===== config.mk =====
export PLATFORM = sky130hd
export DESIGN_NAME = greedy_graph_coloring
export DESIGN_NICKNAME = d
export VERILOG_FILES = /design/src/hw/rtl/gcol_pkg.sv /design/src/hw/rtl/greedy_graph_coloring.sv /design/src/hw/rtl/gcol_lane.sv /design/src/hw/rtl/gcol_seq.sv
export SDC_FILE = /design/constraint.sdc
export NUM_CORES = 1
export LEC_CHECK = 0
export BUFFER_PORTS_ARGS = -buffer_cell sky130_fd_sc_hd__buf_2
export CAP_MARGIN = 20
export CORE_ASPECT_RATIO = 0.75
export CORE_MARGIN = 2
export CORE_UTILIZATION = 55
export CTS_CLUSTER_SIZE = 12
export DETAILED_ROUTE_END_ITERATION = 12
export GPL_TIMING_DRIVEN = 0
export MAX_ROUTING_LAYER = met4
export PLACE_DENSITY = 0.71
export SLEW_MARGIN = 30
export SYNTH_ARGS = -nofsm -noshare
export SYNTH_HDL_FRONTEND = slang
export SYNTH_HIERARCHICAL = 1
export SYNTH_SLANG_ARGS = --single-unit

===== constraint.sdc =====
create_clock -name clk -period 6.2 [get_ports clk]
set_input_delay 0 -clock clk [delete_from_list [all_inputs] [get_ports clk]]
set_output_delay 0 -clock clk [all_outputs]
set_load 0.005 [all_outputs]

===== src/hw/rtl/gcol_pkg.sv =====
package gcol_pkg;

  localparam int MAX_VERTICES_DEF = 16;
  localparam int RESULT_CAP = 16;
  localparam int ROW_W = 16;
  localparam int CNT_W = 5;
  localparam int COLOR_W = 4;
  localparam int VTX_W = 4;
  localparam int DEG_W = 5;
  localparam int CFG_W = 5;
  localparam int CFG_IDX_W = 2;

  localparam logic [CNT_W-1:0] VERTEX_COUNT_RESET = 5'd16;
  localparam logic [COLOR_W-1:0] COLOR_LIMIT_RESET = 4'd3;

  localparam logic [CFG_IDX_W-1:0] REG_VERTEX_COUNT = 2'd0;
  localparam logic [CFG_IDX_W-1:0] REG_COLOR_LIMIT = 2'd1;

  typedef struct packed {
    logic start;
    logic asg;
    logic fresh;
    logic [COLOR_W-1:0] color;
  } lane_ctl_t;

endpackage


===== src/hw/rtl/greedy_graph_coloring.sv =====
// The block accepts a row every cycle until the graph is complete, then holds in_stall high.
// After the last of n rows: a setup step, then per color round a degree search over n vertices,
// an assignment step and a conflict scan; rounds stop at color_limit (none if it is zero) or
// when no uncolored vertex is left. Then n result words, one per cycle unless out_stall holds.
// Synchronous active-high reset restores vertex_count 16 and color_limit 3 and empties the load.
module greedy_graph_coloring #(
  parameter int MAX_VERTICES = gcol_pkg::MAX_VERTICES_DEF
) (
  input  logic                                clk,
  input  logic                                rst,
  input  logic                                write_en,
  input  logic [gcol_pkg::CFG_IDX_W-1:0]      write_index,
  input  logic [gcol_pkg::CFG_W-1:0]          write_data,
  input  logic                                in_valid,
  output logic                                in_stall,
  input  logic [gcol_pkg::ROW_W-1:0]          row_bits,
  output logic                                out_valid,
  input  logic                                out_stall,
  output logic [gcol_pkg::VTX_W-1:0]          vertex,
  output logic [gcol_pkg::COLOR_W-1:0]        color,
  output logic                                last_vertex
);

  localparam int LANES = (MAX_VERTICES < gcol_pkg::RESULT_CAP) ?
                         MAX_VERTICES : gcol_pkg::RESULT_CAP;
  localparam int IDX_W = $clog2(LANES);

  logic [gcol_pkg::CNT_W-1:0] vertex_count;
  logic [gcol_pkg::COLOR_W-1:0] color_limit;
  logic [LANES-1:0] rows [LANES];
  logic [LANES-1:0] cols [LANES];
  logic [LANES-1:0] mask;
  logic [LANES-1:0][gcol_pkg::COLOR_W-1:0] colors;
  logic [LANES-1:0][gcol_pkg::DEG_W-1:0] degrees;
  logic [LANES-1:0] blocked;
  logic [IDX_W-1:0] load_idx;
  logic [gcol_pkg::CNT_W-1:0] n_act;
  gcol_pkg::lane_ctl_t ctl;
  logic [IDX_W-1:0] sel;

  always_ff @(posedge clk) begin
    if (rst) begin
      vertex_count <= gcol_pkg::VERTEX_COUNT_RESET;
      color_limit <= gcol_pkg::COLOR_LIMIT_RESET;
    end else if (write_en) begin
      case (write_index)
        gcol_pkg::REG_VERTEX_COUNT: vertex_count <= write_data[gcol_pkg::CNT_W-1:0];
        gcol_pkg::REG_COLOR_LIMIT: color_limit <= write_data[gcol_pkg::COLOR_W-1:0];
        default: begin
        end
      endcase
    end
  end

  always_ff @(posedge clk) begin
    if (in_valid && !in_stall) begin
      rows[load_idx] <= row_bits[LANES-1:0];
    end
  end

  always_comb begin
    for (int j = 0; j < LANES; j++) begin
      mask[j] = (gcol_pkg::CNT_W'(j) < n_act);
    end
    for (int k = 0; k < LANES; k++) begin
      for (int j = 0; j < LANES; j++) begin
        cols[k][j] = rows[j][k];
      end
    end
  end

  for (genvar k = 0; k < LANES; k++) begin : g_lane
    gcol_lane #(
      .LANES   (LANES),
      .LANE_ID (k),
      .IDX_W   (IDX_W)
    ) u_lane (
      .clk     (clk),
      .rst     (rst),
      .row     (rows[k]),
      .col     (cols[k]),
      .mask    (mask),
      .ctl     (ctl),
      .sel     (sel),
      .color   (colors[k]),
      .degree  (degrees[k]),
      .blocked (blocked[k])
    );
  end

  gcol_seq #(
    .LANES (LANES),
    .IDX_W (IDX_W)
  ) u_seq (
    .clk          (clk),
    .rst          (rst),
    .in_valid     (in_valid),
    .in_stall     (in_stall),
    .vertex_count (vertex_count),
    .color_limit  (color_limit),
    .colors       (colors),
    .degrees      (degrees),
    .blocked      (blocked),
    .load_idx     (load_idx),
    .n_act        (n_act),
    .ctl          (ctl),
    .sel          (sel),
    .out_valid    (out_valid),
    .out_stall    (out_stall),
    .vertex       (vertex),
    .color        (color),
    .last_vertex  (last_vertex)
  );

endmodule


===== src/hw/rtl/gcol_lane.sv =====
module gcol_lane #(
  parameter int LANES = 16,
  parameter int LANE_ID = 0,
  parameter int IDX_W = $clog2(LANES)
) (
  input  logic                          clk,
  input  logic                          rst,
  input  logic [LANES-1:0]              row,
  input  logic [LANES-1:0]              col,
  input  logic [LANES-1:0]              mask,
  input  gcol_pkg::lane_ctl_t           ctl,
  input  logic [IDX_W-1:0]              sel,
  output logic [gcol_pkg::COLOR_W-1:0]  color,
  output logic [gcol_pkg::DEG_W-1:0]    degree,
  output logic                          blocked
);

  logic [LANES-1:0] self_bit;
  logic [LANES-1:0] own;
  logic [LANES-1:0] sym;
  logic [gcol_pkg::DEG_W-1:0] cnt;

  always_comb begin
    self_bit = LANES'(1) << LANE_ID;
    own = row & mask & ~self_bit;
    sym = (row | col) & mask & ~self_bit;
    cnt = '0;
    for (int j = 0; j < LANES; j++) begin
      cnt = cnt + gcol_pkg::DEG_W'(own[j]);
    end
  end

  always_ff @(posedge clk) begin
    if (rst) begin
      color <= '0;
      blocked <= 1'b0;
      degree <= '0;
    end else if (ctl.start) begin
      color <= '0;
      blocked <= 1'b0;
      degree <= cnt;
    end else if (ctl.asg) begin
      if (sel == IDX_W'(LANE_ID)) begin
        color <= ctl.color;
      end
      blocked <= (ctl.fresh ? 1'b0 : blocked) | sym[sel];
    end
  end

endmodule


===== src/hw/rtl/gcol_seq.sv =====
module gcol_seq #(
  parameter int LANES = 16,
  parameter int IDX_W = $clog2(LANES)
) (
  input  logic                                      clk,
  input  logic                                      rst,
  input  logic                                      in_valid,
  output logic                                      in_stall,
  input  logic [gcol_pkg::CNT_W-1:0]                vertex_count,
  input  logic [gcol_pkg::COLOR_W-1:0]              color_limit,
  input  logic [LANES-1:0][gcol_pkg::COLOR_W-1:0]   colors,
  input  logic [LANES-1:0][gcol_pkg::DEG_W-1:0]     degrees,
  input  logic [LANES-1:0]                          blocked,
  output logic [IDX_W-1:0]                          load_idx,
  output logic [gcol_pkg::CNT_W-1:0]                n_act,
  output gcol_pkg::lane_ctl_t                       ctl,
  output logic [IDX_W-1:0]                          sel,
  output logic                                      out_valid,
  input  logic                                      out_stall,
  output logic [gcol_pkg::VTX_W-1:0]                vertex,
  output logic [gcol_pkg::COLOR_W-1:0]              color,
  output logic                                      last_vertex
);

  localparam logic [2:0] S_LOAD   = 3'd0;
  localparam logic [2:0] S_START  = 3'd1;
  localparam logic [2:0] S_PICK   = 3'd2;
  localparam logic [2:0] S_PICKED = 3'd3;
  localparam logic [2:0] S_COLOR  = 3'd4;
  localparam logic [2:0] S_OUT    = 3'd5;

  logic [2:0] state;
  logic [gcol_pkg::CNT_W-1:0] rows_loaded;
  logic [gcol_pkg::CNT_W-1:0] rows_next;
  logic [gcol_pkg::CNT_W-1:0] n_cfg;
  logic [gcol_pkg::CNT_W-1:0] n_m1;
  logic [IDX_W-1:0] idx;
  logic [IDX_W-1:0] pick;
  logic [gcol_pkg::DEG_W-1:0] best;
  logic found;
  logic [gcol_pkg::COLOR_W-1:0] round;
  logic last_idx;
  logic cur_free;
  logic better;
  logic out_load;

  always_comb begin
    if (vertex_count == '0) begin
      n_cfg = gcol_pkg::CNT_W'(1);
    end else if (vertex_count > gcol_pkg::CNT_W'(LANES)) begin
      n_cfg = gcol_pkg::CNT_W'(LANES);
    end else begin
      n_cfg = vertex_count;
    end
    rows_next = rows_loaded + 1'b1;
    n_m1 = n_act - 1'b1;
    last_idx = (idx == n_m1[IDX_W-1:0]);
    cur_free = (colors[idx] == '0);
    better = cur_free && (!found || degrees[idx] > best);
    out_load = (state == S_OUT) && (!out_valid || !out_stall);
  end

  assign in_stall = (state != S_LOAD);
  assign load_idx = rows_loaded[IDX_W-1:0];

  always_comb begin
    ctl = '0;
    sel = idx;
    ctl.color = round;
    case (state)
      S_START: begin
        ctl.start = 1'b1;
      end
      S_PICKED: begin
        ctl.asg = found;
        ctl.fresh = 1'b1;
        sel = pick;
      end
      S_COLOR: begin
        ctl.asg = cur_free && !blocked[idx];
      end
      default: begin
      end
    endcase
  end

  always_ff @(posedge clk) begin
    if (rst) begin
      state <= S_LOAD;
      rows_loaded <= '0;
      n_act <= gcol_pkg::CNT_W'(LANES);
      idx <= '0;
      found <= 1'b0;
      round <= '0;
      out_valid <= 1'b0;
    end else begin
      if (out_load) begin
        out_valid <= 1'b1;
      end else if (!out_stall) begin
        out_valid <= 1'b0;
      end
      case (state)
        S_LOAD: begin
          if (in_valid) begin
            if (rows_next >= n_cfg) begin
              rows_loaded <= '0;
              n_act <= n_cfg;
              state <= S_START;
            end else begin
              rows_loaded <= rows_next;
            end
          end
        end
        S_START: begin
          idx <= '0;
          round <= gcol_pkg::COLOR_W'(1);
          found <= 1'b0;
          state <= (color_limit == '0) ? S_OUT : S_PICK;
        end
        S_PICK: begin
          if (better) begin
            found <= 1'b1;
            best <= degrees[idx];
            pick <= idx;
          end
          if (last_idx) begin
            idx <= '0;
            state <= S_PICKED;
          end else begin
            idx <= idx + 1'b1;
          end
        end
        S_PICKED: begin
          found <= 1'b0;
          state <= found ? S_COLOR : S_OUT;
        end
        S_COLOR: begin
          if (last_idx) begin
            idx <= '0;
            if (round == color_limit) begin
              state <= S_OUT;
            end else begin
              round <= round + 1'b1;
              state <= S_PICK;
            end
          end else begin
            idx <= idx + 1'b1;
          end
        end
        S_OUT: begin
          if (out_load) begin
            if (last_idx) begin
              idx <= '0;
              state <= S_LOAD;
            end else begin
              idx <= idx + 1'b1;
            end
          end
        end
        default: begin
          state <= S_LOAD;
        end
      endcase
    end
  end

  always_ff @(posedge clk) begin
    if (out_load) begin
      vertex <= gcol_pkg::VTX_W'(idx);
      color <= colors[idx];
      last_vertex <= last_idx;
    end
  end

endmodule


Word-level counts from Yosys, hierarchy flattened
Memory sizes are Yosys's and may differ from the RTL's.
Cells that the tools add are included.

storage, ports and cells
  register bits after elaboration = 210
  RAM bits = 256
  input port bits = 28
  output and inout port bits = 11
  logic and storage cells = 541
  memories kept = 1

memory list
  name  words  bits a word  read ports  clocked after memory_dff  write ports  line                         text
  rows  16     16           16          0                         1            greedy_graph_coloring.sv:30  logic [LANES-1:0] rows [LANES];

operators by class
  add/sub/neg operators = 228
  order comparisons = 21
  equal/unequal tests = 32
  muxes and demuxes = 83
  bitwise logic cells = 65
  reduce and logical (&&, ||, !) cells = 49

operators by type and width
  cell                                                       number
  adder 5 x 1 -> 5 bit                                       208
  bitwise AND 16 bit                                         30
  bitwise OR 16 bit                                          15
  binary-select mux 1 bit (select 4 bit)                     17
  AND reduction 2 bit                                        21
  two-way mux 1 bit                                          41
  less-than comparator 4 x 5 -> 1 bit, first input constant  8
  adder 1 x 1 -> 2 bit                                       16
  == test 4 bit, second input constant                       8
  bitwise AND 15 bit                                         2
  two-way mux 3 bit                                          8
  two-way mux 4 bit                                          6
  binary-select mux 5 bit (select 4 bit)                     1
  less-than comparator 3 x 5 -> 1 bit, first input constant  4
  two-way mux 5 bit                                          4
  case mux 3 bit (6 select lines)                            1
  binary-select mux 4 bit (select 4 bit)                     1
  == test 4 x 3 -> 1 bit, second input constant              4
  bitwise OR 1 bit                                           16
  bitwise OR 15 bit                                          1
  inequality test 2 x 1 -> 1 bit, second input constant      7
  zero test 4 bit                                            3
  case mux 4 bit (3 select lines)                            1
  less-than comparator 1 x 5 -> 1 bit, first input constant  2
  other kinds (30)                                           53

Longest topological paths before layout
  word-level depth = 16
  mapped depth = 18
  mapped depth without buffers = 17

Hierarchy
Netlist, hierarchy kept.

modules (own cells, without submodules)
  module                            instances  cells an instance  area each (µm²)  sequential area each (µm²)
  greedy_graph_coloring             1          344                8368.0           7867.5
  gcol_seq                          1          321                3485.8           1001.0
  gcol_lane (g_lane[4].u_lane ...)  2          115                1017.2           200.2
  gcol_lane (g_lane[1].u_lane)      1          133                1133.6           200.2
  gcol_lane (g_lane[0].u_lane)      1          125                1104.8           200.2
  gcol_lane (g_lane[5].u_lane)      1          120                1087.3           200.2
  gcol_lane (g_lane[13].u_lane)     1          118                1077.3           200.2
  gcol_lane (g_lane[11].u_lane)     1          123                1068.5           200.2
  gcol_lane (g_lane[2].u_lane)      1          118                1048.5           200.2
  gcol_lane (g_lane[9].u_lane)      1          118                1038.5           200.2
  gcol_lane (g_lane[10].u_lane)     1          119                1031.0           200.2
  gcol_lane (g_lane[3].u_lane)      1          117                1026.0           200.2
  gcol_lane (g_lane[6].u_lane)      1          116                1022.2           200.2
  gcol_lane (g_lane[15].u_lane)     1          115                1019.7           200.2
  3 more rows                       n/a        n/a                n/a              n/a

Worst setup path after synthesis
No wires, ideal clock.

  path type = register -> register
  start point = reg u_seq/n_act[4] (netlist name)
  end point = reg g_lane[4].u_lane/degree[2] (netlist name)
  setup time = 0.128 ns
  arrival time = 5.300 ns
  data required time = 6.072 ns
  path slack = 0.772 ns
  stages on the path, launching flop included = 16
  buffers on the path = 1
  clock period less this slack = 5.428 ns
  cell sequence = dfxtp_1 > buf_6 > or3_1 > a21o_1 > nand2_1 > fa_1 > fa_1 > inv_1 > fa_1 > fa_1 > ha_1 > inv_1 > fa_1 > xnor2_1 > mux2i_1 > nor2_1

between the ends
  elaborated cells on any way between the ends = 30
  those cells by class = 14 x add/sub; 15 x order compare; 1 x bitwise

RTL lines
  item                                 line                         text
  from (decl)                          gcol_seq.sv:15               output logic [gcol_pkg::CNT_W-1:0] n_act,
  from (signal assigned)               gcol_seq.sv:91               n_act <= gcol_pkg::CNT_W'(LANES);
  from (signal assigned)               gcol_seq.sv:107              n_act <= n_cfg;
  less-than comparator 2 x 5 -> 1 bit  greedy_graph_coloring.sv:63  mask[j] = (gcol_pkg::CNT_W'(j) < n_act);
  via mask[3]                          greedy_graph_coloring.sv:32  logic [LANES-1:0] mask;
  bitwise AND 16 bit                   gcol_lane.sv:25              own = row & mask & ~self_bit;
  adder 5 x 1 -> 5 bit (12 in a row)   gcol_lane.sv:29              cnt = cnt + gcol_pkg::DEG_W'(own[j]);
  to (signal assigned)                 gcol_lane.sv:41              degree <= cnt;
  to (decl)                            gcol_lane.sv:14              output logic [gcol_pkg::DEG_W-1:0] degree,

The timed path passes the listed nets, and every way through them passes these cells.
A chain may end at the register's enable or synchronous reset.

Final worst setup path
  start point = reg u_seq/n_act[4] (netlist name)
  end point = reg g_lane[1].u_lane/degree[4] (netlist name)

between the ends
  longest elaborated chain between the ends = 16
  elaborated cells on any way between the ends = 30
  those cells by class = 14 x add/sub; 15 x order compare; 1 x bitwise

ends and longest elaborated chain
  item                                 line
  less-than comparator 1 x 5 -> 1 bit  greedy_graph_coloring.sv:63
  via mask[0]                          greedy_graph_coloring.sv:32
  bitwise AND 16 bit                   gcol_lane.sv:25
  adder 1 x 1 -> 2 bit                 gcol_lane.sv:29
  adder 5 x 1 -> 5 bit (13 in a row)   gcol_lane.sv:29
  to (signal assigned)                 gcol_lane.sv:41
  to (decl)                            gcol_lane.sv:14

The timed path passes the listed nets, and every way through them passes these cells.

==> metrics.md <==
| Metric | Value |
|---|---|
| Post-route ant nets | `0` |
| Fin. Hold Viols | `0` |
| Least-Margin Pin Slew | `1.10 ns` |
| Hold/Removal Path Class | `in2reg` |
| Worst Setup End Kind | `register` |
| Die footprint | `53,000 um^2` |
| Slowest cell on the critical path | `or4_4` |
| Max VDD drop | `362 uV` |
| H-tree levels | `2` |
| Tmin final | `6.04 ns` |
| Worst-Skew Late Latency | `0.60 ns` |
| Fin. max-slew vios | `0` |
| I/O pin count | `39` |
| RSZ-0062 raised after global routing | `false` |
| R2r worst-path depth | `16` |
| Clock power share | `24.5%` |
| Hold endpoint | `g_lane[0].u_lane/degree[1]` |
| Pwr dens | `369 nW/um^2` |
| Psw | `4.59 mW` |
| Remaining Overflow, GRT | `0` |
| Part of the power in registers | `31.2%` |
| TritonRoute pass-1 iters | `7` |
| All-layer global routing usage | `41.5%` |
| Max_cap viols | `0` |
| Layout cells sized above 1 | `12.9%` |
| Slew headroom | `26.4%` |
| Worst Skew | `0.0213 ns` |
| Final net count | `2,991` |
| Total power | `11.7 mW` |
| Post-Synthesis Cells | `2,552` |
| Reg2reg end | `g_lane[1].u_lane/degree[4]` |
| Beginning of the worst register-to-register path | `u_seq/n_act[4]` |
| CTS Root Cell | `clkbuf_16` |
| Static leakage | `12.4 nW` |
| Cell breakdown of the critical path | `buf_6 > or4_4 > or2_2 > and2_1 > fa_1 > ha_1 > fa_1 > inv_1 > fa_1 > inv_1 > ha_1 > fa_1 > a21oi_1 > nor2_1 > nor2_1 > a211oi_1` |
| CTS max path bufs | `3` |
| Max incr delay on CP | `0.79 ns` |
| Final worst path period share | `97.5%` |
| IO buf count | `38` |
| Die Height | `200 um` |
| Worst Setup Start Kind | `register` |
| YS warnings | `6` |
| Residual DRC count | `0` |
| Endpoints failing setup | `0` |
| Hpwl dp | `78,400 um` |
| Sw Share | `39.2%` |
| Hold path startpoint | `rst` |
| Combinational power share | `44.4%` |
| Initial drt markers | `3,502` |
| Synthesized area per cell | `11.0 um^2` |
| First-pass GRT wire length | `151,000 um` |
| Status | `finished, final reports clean` |
| Reg2reg setup slack | `0.16 ns` |
| Die width | `265 um` |
| WL/cell | `31.3 um` |
| CTS tree | `done` |
| Syn_nets | `2,844` |
| CP Class | `reg2reg` |
| Vias per cell | `6.70` |
| Hold slack | `0.0302 ns` |
| Clk sink count | `450` |
| Layout area overhead | `12.6%` |
| Core area | `50,300 um^2` |
| Int Power | `7.11 mW` |
| Synth Cell Area | `28,100 um^2` |
| WHS Path Cells | `2` |
| Clock slew at reported path FFs | `0.06 ns` |
| Vias | `22,800` |
| CP max FO | `32` |
| Worst EP arrival | `6.49 ns` |
| Fmax | `0.165 GHz` |
| TritonCTS Buffers | `47` |
| Row count | `71` |
| Worst path required time | `6.64 ns` |
| Most frequent CP cell | `fa_1` |
| Global placer's final weighted congestion | `1.05` |
| Initial core utilization | `55.9%` |
| Vias in the first global route | `21,800` |
| Post-Route WL | `106,000 um` |
| Largest net degree at the start of global routing | `51` |
| Initial antenna violation count | `6` |
## state kept, by name, indices dropped and copies added (netlist names)
signal                 flops
u_seq/out_valid            1
g_lane.u_lane/degree      80
u_seq/last_vertex          1
u_seq/pick                 4
u_seq/n_act                5
u_seq/round                4
u_seq/state                3
g_lane.u_lane/color       64
u_seq/vertex               4
vertex_count               5
g_lane.u_lane/blocked     16
u_seq/rows_loaded          5
color_limit                4
u_seq/found                1
u_seq/color                4
u_seq/idx                  4
u_seq/best                 5
rows                     240
## timing repair
item | 4_1_cts | 5_1_grt
endpoints found under the setup margin | 0 | 7
hold buffers | 32 | 0
endpoints found under the hold margin | 265 | 0
setup buffers | 0 | 0
resized for setup | 0 | 1
## cells in the final DEF (no fill, tap or decap), drive strengths merged, types with 49 or more instances in the layout
cell and instances:
edfxtp 258, inv 240, dfxtp 192, nor2 192
and2 177, o211ai 170, nand2 158, fa 146
mux2i 124, buf 121, ha 118, clkbuf 105
o21ai 77, a21oi 74, nor3 61, nand3 52
mux4 49
## routing by layer
| layer | GRT usage [%] | routed length (um) | share of wire [%] | vias to the layer above |
|---|---|---|---|---|
| li1 | - | - | - | 9514 |
| met2 | 57.4 | 43000 | 40 | 1723 |
| met5 | - | 0 | 0 | - |
| met1 | 55.0 | 42000 | 40 | 11200 |
| met4 | 15.5 | 4650 | 4.4 | 0 |
| met3 | 16.5 | 16600 | 16 | 328 |
## power by group through the flow
| stage | Sequential (mW) | Clock (mW) | Combinational (mW) |
|---|---|---|---|
| after global routing | 3.66 | 3.00 | 5.62 |
| final | 3.65 | 2.86 | 5.19 |
| after CTS | 3.64 | 2.88 | 5.06 |
| after floorplan | 3.59 | 0 | 3.43 |
| after detailed placement | 3.70 | 0 | 5.01 |
| after global placement | 3.70 | 0 | 4.77 |
## layout make-up
cell class | instances | area (um^2)
Antenna cell | 6 | 15.0
Clock buffer | 72 | 1390
Sequential cell | 450 | 11600
Clock inverter | 12 | 118
Inverter | 240 | 916
Buffer | 88 | 593
Multi-Input combinational cell | 1774 | 15200
Tap cell | 657 | 822
Fill cell | 4027 | 18600
Timing Repair Buffer | 98 | 1030
## how the worst max path moves through the flow
stage | cells after the start | startpoint | to | slack, ns
after floorplan | 15 | u_seq/n_act[4] | g_lane[4].u_lane/degree[2] | 0.77
after global placement | 15 | u_seq/n_act[4] | g_lane[12].u_lane/degree[2] | -1.67
after detailed placement | 15 | u_seq/n_act[4] | g_lane[12].u_lane/degree[2] | 0.18
after CTS | 15 | u_seq/n_act[4] | g_lane[12].u_lane/degree[2] | 0.14
after global routing | 16 | u_seq/n_act[4] | g_lane[1].u_lane/degree[4] | 0.07
final | 16 | u_seq/n_act[4] | g_lane[1].u_lane/degree[4] | 0.16
## critical path: cells and delay by family (launching register included)
kind / cells / cell delay, ns
AOI/OAI and AO/OA: 2 / 0.29
and+or+nand+nor: 5 / 2.13
DFF: 1 / 0.55
adders and majority gates: 6 / 2.55
buffers and inverters: 3 / 0.34
## through the flow
step / setup TNS, ns / util (%) / area [um^2] / setup WS, ns / instances
final: 0 / 63.0 / 31700 / 0.157 / 3397
after global routing: 0 / 63.0 / 31700 / 0.0679 / 3396
after CTS: 0 / 62.9 / 31600 / 0.137 / 3390
after detailed placement: 0 / 59.2 / 29800 / 0.177 / 3274
after global placement: -129.93 / 57.9 / 29100 / -1.67 / 3247
after floorplan: 0 / - / 28100 / 0.772 / 2552
No activity file was read; power rests on OpenSTA's default activity.
